<file path="src/hdl/run_length_byte_decoder_top_defines.svh">
// Assertion macros used by the run-length byte decoder run queue.
// No dependencies; define ASSERT_OFF to compile the checks out.
`ifndef RUN_LENGTH_BYTE_DECODER_TOP_DEFINES_SVH
`define RUN_LENGTH_BYTE_DECODER_TOP_DEFINES_SVH

`ifndef ASSERT_OFF

// Condition holds at every rising clock edge outside reset.
`define ASSERT_ALWAYS(label, clk, rst, cond) \
  label: assert property (@(posedge clk) disable iff (rst) (cond)) \
    else $error("assertion failed");

// Same-cycle implication.
`define ASSERT_IMPLY(label, clk, rst, ante, cons) \
  label: assert property (@(posedge clk) disable iff (rst) (ante) |-> (cons)) \
    else $error("assertion failed");

// Next-cycle implication.
`define ASSERT_NEXT(label, clk, rst, ante, cons) \
  label: assert property (@(posedge clk) disable iff (rst) (ante) |=> (cons)) \
    else $error("assertion failed");

`else

`define ASSERT_ALWAYS(label, clk, rst, cond)
`define ASSERT_IMPLY(label, clk, rst, ante, cons)
`define ASSERT_NEXT(label, clk, rst, ante, cons)

`endif

`endif

</file>
<file path="src/hdl/rlbd_pkg.sv">
// Shared types and constants of the run-length byte decoder.
// No dependencies.
`default_nettype none

package rlbd_pkg;

  localparam int PixelCountBitsDef = 24;
  localparam int ValueW            = 8;
  localparam int LenW              = 25;
  localparam int QueueDepth        = 4;
  localparam int QPtrW             = $clog2(QueueDepth);
  localparam int QCntW             = $clog2(QueueDepth + 1);

  localparam logic [LenW-1:0]   PixelTotalReset = 25'd65536;
  localparam logic [LenW-1:0]   CountMax        = '1;
  localparam logic [ValueW-1:0] ByteEsc         = 8'hFF;

  // One run descriptor
  typedef struct packed {
    logic [ValueW-1:0] value;
    logic [LenW-1:0]   length;
    logic              last;
  } run_t;

  // Runs produced by one input byte, in order (first, then second)
  typedef struct packed {
    logic [1:0] count;
    run_t       first;
    run_t       second;
  } push_t;

endpackage

`default_nettype wire

</file>
<file path="src/hdl/rlbd_front.sv">
// Front end: parses the code byte stream and turns it into clipped run descriptors.
// Depends on rlbd_pkg.
`default_nettype none

module rlbd_front
  import rlbd_pkg::*;
#(
  parameter int PixelCountBits = PixelCountBitsDef
) (
  input  wire logic              clk,
  input  wire logic              rst,
  input  wire logic              cfg_we,
  input  wire logic [LenW-1:0]   cfg_wdata,
  input  wire logic              take,
  input  wire logic [ValueW-1:0] code_byte,
  input  wire logic              stream_last,
  output push_t                  push
);

  localparam int CntW = (PixelCountBits + 1 > LenW + 1) ? PixelCountBits + 1 : LenW + 1;
  localparam logic [CntW-1:0] Cap = CntW'(64'd1 << PixelCountBits);

  localparam logic [1:0] PH_SKIP  = 2'd0;
  localparam logic [1:0] PH_EMPTY = 2'd1;
  localparam logic [1:0] PH_HELD  = 2'd2;
  localparam logic [1:0] PH_COUNT = 2'd3;

  logic [CntW-1:0]   budget;
  logic [CntW-1:0]   budget_raw;
  logic [CntW-1:0]   budget_next;
  logic [1:0]        phase, phase_next;
  logic [ValueW-1:0] held, held_next;
  logic [LenW-1:0]   count_accum, count_next;
  logic [CntW-1:0]   pixels_done, pixels_done_next;

  logic              full;
  logic [CntW-1:0]   left;
  logic [LenW:0]     sum;
  logic [LenW-1:0]   sum_sat;
  logic              is_esc;
  logic              is_eq;
  logic [LenW:0]     want;
  logic [CntW-1:0]   want_x;
  logic              a_short;
  logic [CntW-1:0]   len_a;
  logic [CntW-1:0]   pad_len;
  logic              a_fire;
  logic              pad_fire;
  run_t              run_a;
  run_t              run_p;

  // Budget register, clamped to 1 .. 2^PixelCountBits when loaded
  assign budget_raw = rst ? {{(CntW-LenW){1'b0}}, PixelTotalReset}
                          : {{(CntW-LenW){1'b0}}, cfg_wdata};

  always_comb begin
    if (budget_raw == '0) begin
      budget_next = CntW'(1);
    end else if (budget_raw > Cap) begin
      budget_next = Cap;
    end else begin
      budget_next = budget_raw;
    end
  end

  always_ff @(posedge clk) begin
    if (rst || cfg_we) begin
      budget <= budget_next;
    end
  end

  // Classification
  assign full    = pixels_done >= budget;
  assign left    = budget - pixels_done;
  assign is_esc  = code_byte == ByteEsc;
  assign is_eq   = code_byte == held;
  assign sum     = {1'b0, count_accum} + {{(LenW+1-ValueW){1'b0}}, code_byte};
  assign sum_sat = sum[LenW] ? CountMax : sum[LenW-1:0];

  always_comb begin
    unique case (phase)
      PH_HELD:  want = is_eq ? (LenW+1)'(2) : (LenW+1)'(1);
      default:  want = {1'b0, sum_sat} + (LenW+1)'(2);
    endcase
  end

  // A data run fires on a value change, at the end of a count chain, or when
  // the stream stops inside a pending run.
  assign a_fire = take && !full &&
                  (((phase == PH_HELD) && (!is_eq || stream_last)) ||
                   ((phase == PH_COUNT) && (!is_esc || stream_last)));

  // Clip to the pixels left in the image
  assign want_x  = CntW'(want);
  assign a_short = want_x < left;
  assign len_a   = a_short ? want_x : left;

  // Zero pad fills whatever remains at end of stream
  assign pad_fire = take && stream_last && (a_fire ? a_short : !full);
  assign pad_len  = a_fire ? left - len_a : left;

  assign run_a = '{value: held, length: len_a[LenW-1:0], last: !a_short};
  assign run_p = '{value: '0, length: pad_len[LenW-1:0], last: 1'b1};

  assign push.count  = {1'b0, a_fire} + {1'b0, pad_fire};
  assign push.first  = a_fire ? run_a : run_p;
  assign push.second = run_p;

  // Parser state update
  always_comb begin
    phase_next       = phase;
    held_next        = held;
    count_next       = count_accum;
    pixels_done_next = pixels_done;
    if (take) begin
      if (stream_last) begin
        phase_next       = PH_SKIP;
        held_next        = '0;
        count_next       = '0;
        pixels_done_next = '0;
      end else if (!full) begin
        unique case (phase)
          PH_SKIP: begin
            phase_next = PH_EMPTY;
          end
          PH_EMPTY: begin
            held_next  = code_byte;
            phase_next = PH_HELD;
          end
          PH_HELD: begin
            if (is_eq) begin
              count_next = '0;
              phase_next = PH_COUNT;
            end else begin
              held_next        = code_byte;
              pixels_done_next = pixels_done + len_a;
            end
          end
          PH_COUNT: begin
            if (is_esc) begin
              count_next = sum_sat;
            end else begin
              count_next       = '0;
              phase_next       = PH_EMPTY;
              pixels_done_next = pixels_done + len_a;
            end
          end
          default: begin
            phase_next = PH_SKIP;
          end
        endcase
      end
    end
  end

  always_ff @(posedge clk) begin
    if (rst) begin
      phase       <= PH_SKIP;
      held        <= '0;
      count_accum <= '0;
      pixels_done <= '0;
    end else begin
      phase       <= phase_next;
      held        <= held_next;
      count_accum <= count_next;
      pixels_done <= pixels_done_next;
    end
  end

endmodule

`default_nettype wire

</file>
<file path="src/hdl/rlbd_queue.sv">
// Run descriptor queue between parser and output stage: up to two writes, one read a cycle.
// Depends on rlbd_pkg and the assertion macro header.
`default_nettype none
`include "run_length_byte_decoder_top_defines.svh"

module rlbd_queue
  import rlbd_pkg::*;
(
  input  wire logic  clk,
  input  wire logic  rst,
  input  wire push_t push,
  output logic       room,
  output logic       rd_valid,
  output run_t       rd_data,
  input  wire logic  pop
);

  run_t             mem [QueueDepth];
  logic [QPtrW-1:0] wptr;
  logic [QPtrW-1:0] rptr;
  logic [QCntW-1:0] cnt;

  // Storage writes
  always_ff @(posedge clk) begin
    if (push.count != 2'd0) begin
      mem[wptr] <= push.first;
    end
    if (push.count == 2'd2) begin
      mem[wptr + QPtrW'(1)] <= push.second;
    end
  end

  // Pointers and fill count
  always_ff @(posedge clk) begin
    if (rst) begin
      wptr <= '0;
      rptr <= '0;
      cnt  <= '0;
    end else begin
      wptr <= wptr + QPtrW'(push.count);
      rptr <= rptr + QPtrW'(pop);
      cnt  <= cnt + QCntW'(push.count) - QCntW'(pop);
    end
  end

  assign room     = cnt <= QCntW'(QueueDepth - 2);
  assign rd_valid = cnt != '0;
  assign rd_data  = mem[rptr];

  `ASSERT_ALWAYS(a_cnt_range, clk, rst, cnt <= QCntW'(QueueDepth))
  `ASSERT_IMPLY(a_push_room, clk, rst, push.count != 2'd0, room)
  `ASSERT_IMPLY(a_pop_nonempty, clk, rst, pop, cnt != '0)
  `ASSERT_NEXT(a_double_push, clk, rst, (push.count == 2'd2) && !pop, cnt == $past(cnt) + QCntW'(2))

endmodule

`default_nettype wire

</file>
<file path="src/hdl/rlbd_back.sv">
// Back end: output register that drains the run queue onto the result stream.
// Depends on rlbd_pkg.
`default_nettype none

module rlbd_back
  import rlbd_pkg::*;
(
  input  wire logic clk,
  input  wire logic rst,
  input  wire logic rd_valid,
  input  wire run_t rd_data,
  output logic      pop,
  output logic      out_valid,
  input  wire logic out_ready,
  output run_t      out_run
);

  // Load a new run whenever the register is empty or being taken
  assign pop = rd_valid && (!out_valid || out_ready);

  always_ff @(posedge clk) begin
    if (rst) begin
      out_valid <= 1'b0;
    end else if (pop) begin
      out_valid <= 1'b1;
    end else if (out_ready) begin
      out_valid <= 1'b0;
    end
  end

  always_ff @(posedge clk) begin
    if (pop) begin
      out_run <= rd_data;
    end
  end

endmodule

`default_nettype wire

</file>
<file path="src/hdl/run_length_byte_decoder_top.sv">
// Top level of the run-length byte decoder: parser, run queue, output register.
// Depends on rlbd_pkg, rlbd_front, rlbd_queue, rlbd_back.
//
//   channel  dir  handshake          payload
//   s_*      in   s_tvalid/s_tready  s_tdata[7:0] code_byte, s_tlast stream_last
//   m_*      out  m_tvalid/m_tready  m_tdata[7:0] pixel_value, [32:8] run_length,
//                                    m_tlast image_end
//   cfg_*    in   cfg_we             cfg_wdata pixel_total
//
// One code byte is taken per cycle while s_tready is high; its runs pass through the run
// queue and the output register. The final byte may yield two runs (pending run plus zero
// pad); the output register then presents them in turn. s_tready drops while the 4-entry
// run queue holds more than two runs. Reset is synchronous and needs no clearing pass.
`default_nettype none

module run_length_byte_decoder_top
  import rlbd_pkg::*;
#(
  parameter int PixelCountBits = PixelCountBitsDef
) (
  input  wire logic            clk,
  input  wire logic            rst,
  input  wire logic            cfg_we,
  input  wire logic [LenW-1:0] cfg_wdata,    // pixel_total
  input  wire logic            s_tvalid,
  output logic                 s_tready,
  input  wire logic [7:0]      s_tdata,      // [7:0] code_byte
  input  wire logic            s_tlast,
  output logic                 m_tvalid,
  input  wire logic            m_tready,
  output logic [39:0]          m_tdata,      // [7:0] pixel_value, [32:8] run_length, zeros
  output logic                 m_tlast
);

  push_t push;
  logic  room;
  logic  rd_valid;
  run_t  rd_data;
  logic  pop;
  run_t  out_run;
  logic  take;

  assign s_tready = room;
  assign take     = s_tvalid && room;

  rlbd_front #(
    .PixelCountBits(PixelCountBits)
  ) u_front (
    .clk        (clk),
    .rst        (rst),
    .cfg_we     (cfg_we),
    .cfg_wdata  (cfg_wdata),
    .take       (take),
    .code_byte  (s_tdata),
    .stream_last(s_tlast),
    .push       (push)
  );

  rlbd_queue u_queue (
    .clk     (clk),
    .rst     (rst),
    .push    (push),
    .room    (room),
    .rd_valid(rd_valid),
    .rd_data (rd_data),
    .pop     (pop)
  );

  rlbd_back u_back (
    .clk      (clk),
    .rst      (rst),
    .rd_valid (rd_valid),
    .rd_data  (rd_data),
    .pop      (pop),
    .out_valid(m_tvalid),
    .out_ready(m_tready),
    .out_run  (out_run)
  );

  // Output packing
  assign m_tdata = {7'd0, out_run.length, out_run.value};
  assign m_tlast = out_run.last;

endmodule

`default_nettype wire
</file>
<file path="config.mk">
export PLATFORM = sky130hd
export DESIGN_NAME = run_length_byte_decoder_top
export DESIGN_NICKNAME = d
export VERILOG_FILES = /design/src/hdl/rlbd_pkg.sv /design/src/hdl/rlbd_front.sv /design/src/hdl/rlbd_queue.sv /design/src/hdl/rlbd_back.sv /design/src/hdl/run_length_byte_decoder_top.sv
export VERILOG_INCLUDE_DIRS = /design/src /design/src/hdl
export SDC_FILE = /design/constraint.sdc
export NUM_CORES = 1
export LEC_CHECK = 0
export BUFFER_PORTS_ARGS = -buffer_cell sky130_fd_sc_hd__buf_2
export CAP_MARGIN = 5
export CORE_AREA = 2 2 190 192
export DETAILED_ROUTE_END_ITERATION = 12
export DIE_AREA = 0 0 192 194
export PLACE_DENSITY = 0.75
export SLEW_MARGIN = 20
export SYNTH_ARGS = -nofsm -noshare
export SYNTH_HDL_FRONTEND = slang
export SYNTH_HIERARCHICAL = 1
export SYNTH_SLANG_ARGS = --single-unit
</file>
<file path="constraint.sdc">
create_clock -name clk -period 22.2 [get_ports clk]
set_input_delay 2.22 -clock clk [delete_from_list [all_inputs] [get_ports clk]]
set_output_delay 2.22 -clock clk [all_outputs]
set_load 0.05 [all_outputs]
</file>
==> summary.md <==
| Metric | Value |
|---|---|
| Status | completed |
| Hpwl dp | ~36 mm |
| CTS Root Cell | clkbuf_16 |
| Largest net degree at the start of global routing | 76 |
| Chip width | 192 um |
| FF+latch area | 7240 um^2 |
| Port bufs | 74 |
| Initial Util | 53.6% |
| Initial DRC count | 1270 |
| PD cells | 86.4 nW/um^2 |
| Multi-input logic area | 10800 um^2 |
| Internal power | 1130 uW |
| Post-CTS setup buffers | 0 |
| Drt first pass iters | 6 |
| Final hold violation count | 0 |
| Placed cell count | 2351 |
| Top FF cell, synth | edfxtp_1 |
| Hold_sp | u_front/count_accum[0]$_SDFFE_PP0P_ |
| CP max stage delay | 0.65 ns |
| Distinct cells, synth | 107 |
| Antenna-violating nets left | 0 |
| Sw power | 644 uW |
| Std-Cell Rows | 69 |
| Worst EP arrival | 13.06 ns |
| Most frequent cells in the layout | edfxtp_1 (195), nor2_1 (152), a21oi_1 (146) |
| Antenna violations before repair | 0 |
| Worst vdd ir | 0.0775 mV |
| Clk Latency, worst-skew pair | ~0.56 ns |
| CTS max path bufs | 3 |
| Seq cells post-synth | 264 |
| Minimum clock period | 12.76 ns |
| Boundary Pins | 82 |
| First-pass GRT wire length | 77.6 mm |
| Sw frac | 36.3% |
| Final setup fails | 0 |
| CP Max Fanout | 22 |
| Vias | about 15000 |
| Tot GR Track Use | 26.4% |
| Skew final | 0.0210 ns |
| Comb power frac | 35.8% |
| Reg2reg start | u_front/count_accum[4]$_SDFFE_PP0P_ |
| Worst setup path start | s_tdata[5] |
| Crit. End Element | flip-flop |
| H-tree levels | 1 |
| Sequential share of power | 36.1% |
| WL met2 | 23.1 mm |
| Data required time of the worst path | 22.50 ns |
| DIE HEIGHT | 194 um |
| Finished Layout Cells | between 2000 and 2500 |
| Final critical-path share of the clock period | 57.5% |
| Avg WL per Cell | roughly 20 um |
| Slew @ Worst Pin | between 1 and 1.5 ns |
| Synth Area per Inst | 9.98 um^2 |
| Post-Route WL | roughly 49 mm |
| RSZ-0062 raised after global routing | no |
| WS Path Type | in2reg |
| Vias in the first global route | 14100 |
| Syn Std Cell Area | 18900 um^2 |
| Overflow after GRT | 0 |
| Most common cell after layout, fill and taps aside | edfxtp_1 |
| Vias per cell | 6.09 |
| Die outline area | about 37000 um^2 |
| N_diodes | 0 |
| CP most frequent cell | ha_1 |
| Hold Crit Class | reg2reg |
| Async set or reset register ratio after synthesis | 0% |
| Slew Limit Fails | 0 |
| Met3 WL | 2.60 mm |
| Clock share of power | 28.1% |
| Gate Count Post-Synth | around 1900 |
| # DRC | 0 |
| Startpoint types | primary input |
| Post-CTS resize count | 0 |
| TritonCTS Buffers | 29 |
| Share of layout cells above drive strength 1 | between 10% and 20% |
| Total core area | roughly 35000 um^2 |
| CTS tree | done |
| Setup TNS | 0 ns |
| Leak | between 0.008 and 0.009 uW |
| Seq/Total Area, Yosys | a little under two fifths |
| Number of synthesized flops with an enable pin | a little under 200 |
| M1 WL | 21.6 mm |
| Synth warnings | 6 |
| Worst Reg-to-Reg Cells | 37 |
| Max cap viols | 0 |
| Fillers | 3042 |
| Post-CTS Hold Fix Bufs | 0 |
| Clock transition at path regs | ~0.060 ns |
| RePlAce Congestion | 0.962 |
| Nets | 2080 |
| Max Clk Rate | 78.4 MHz |
| Hold Path Cell Cnt | 2 |
| Rel. slew slack | 30.2% |
| Highest routed layer | met4 |
| Clock tree sinks | 264 |
| Area delta synth->final | 8.73% |
| CP max stage cell | nand2_1 |
==> metal layers <==
metal	GRT usage [%]	vias to the layer above
met5	0	-
met4	7.77	0
met2	43.6	437
met3	2.71	77
li1	-	7045
met1	36.7	7086
==> path summary, 6_finish.rpt <==
kind	endpoint	slack, ns
worst max register to register	u_queue/mem[1][15]$_DFFE_PP_	10.92
worst min register to register	u_front/count_accum[0]$_SDFFE_PP0P_	0.46
worst max-delay path	u_queue/mem[1][15]$_DFFE_PP_	9.44
worst min-delay path	u_front/count_accum[0]$_SDFFE_PP0P_	0.46
==> kinds of logic (layout without fill, tap and decap cells) <==
group / Yosys count / after routing / share of synthesized area [%]
adder cells (fa/ha/maj): 121 / 121 / 8.22
XOR/XNOR: 95 / 95 / 4.56
AO/OA/AOI/OAI: 425 / 425 / 15.0
multiplexers: 191 / 191 / 13.3
buffers and inverters: 218 / 257 / 5.11
other: 3 / 16 / 0.0597
AND/OR/NAND/NOR: 573 / 573 / 15.4
flip-flops: 264 / 264 / 38.4
==> state kept, by name, summed over array words and instances, names as in the netlist <==
signal,cells
u_back/out_run,34
u_back/out_valid,1
u_front/budget,25
u_front/count_accum,25
u_front/held,8
u_front/phase,2
u_front/pixels_done,26
u_queue/cnt,3
u_queue/mem,136
u_queue/rptr,2
u_queue/wptr,2
==> cell type report <==
type / instances / share of cell area [%]
clock buffer: 32 / 3.59
sequential: 264 / 35.3
clock inverter: 20 / 1.19
tap: 461 / 2.81
timing repair buffer: 92 / 2.46
inverter: 113 / 2.09
multi-input combinational: 1421 / 52.6
==> metrics by stage <==
stage	worst slack (ns)	area [um^2]	util, %	hold WS, ns	total power, uW
final	9.44	20500	58.2	0.463	1770
after global routing	8.70	20500	58.2	0.486	1860
after CTS	9.83	20500	58.2	0.469	1780
after detailed placement	9.25	19500	55.5	0.458	1280
after global placement	9.74	19500	55.5	0.448	1260
after floorplan	11.35	18900	-	0.436	1130
==> power by group through the flow <==
stage	logic, uW	clock network, uW	registers, uW
CTS	633	510	641
detailed placement	627	0	651
global placement	612	0	649
global route	686	529	646
floorplan	368	0	759
finish	635	499	640
==> worst max-delay path, delay by kind of cell <==
family / cells / cell delay (ns)
xor+xnor: 1 / 0.21
simple gates: 14 / 4.26
buf+inv: 1 / 0.13
fa+ha+maj: 4 / 1.59
compound gates: 17 / 4.27
mux: 1 / 0.36
==> Yosys cell counts (17+ instances only) <==
cell type	n	area, um^2
o21a_1	17	128
nor2_1	154	578
inv_1	108	405
dfxtp_1	69	1380
nand4_1	25	156
and2_1	30	188
mux2i_1	20	200
xor2_1	39	342
a31oi_1	17	106
clkbuf_1	58	218
edfxtp_1	195	5860
mux4_2	34	766
and3_1	22	138
ha_1	115	1440
nor3_1	61	305
nand2_1	121	454
mux2_2	135	1520
buf_4	25	188
a21o_1	32	240
nor4_1	17	106
o21ai_0	82	410
a21oi_1	146	731
xnor2_1	54	473
nand3_1	44	220
No activity file was read; power rests on OpenSTA's default activity.
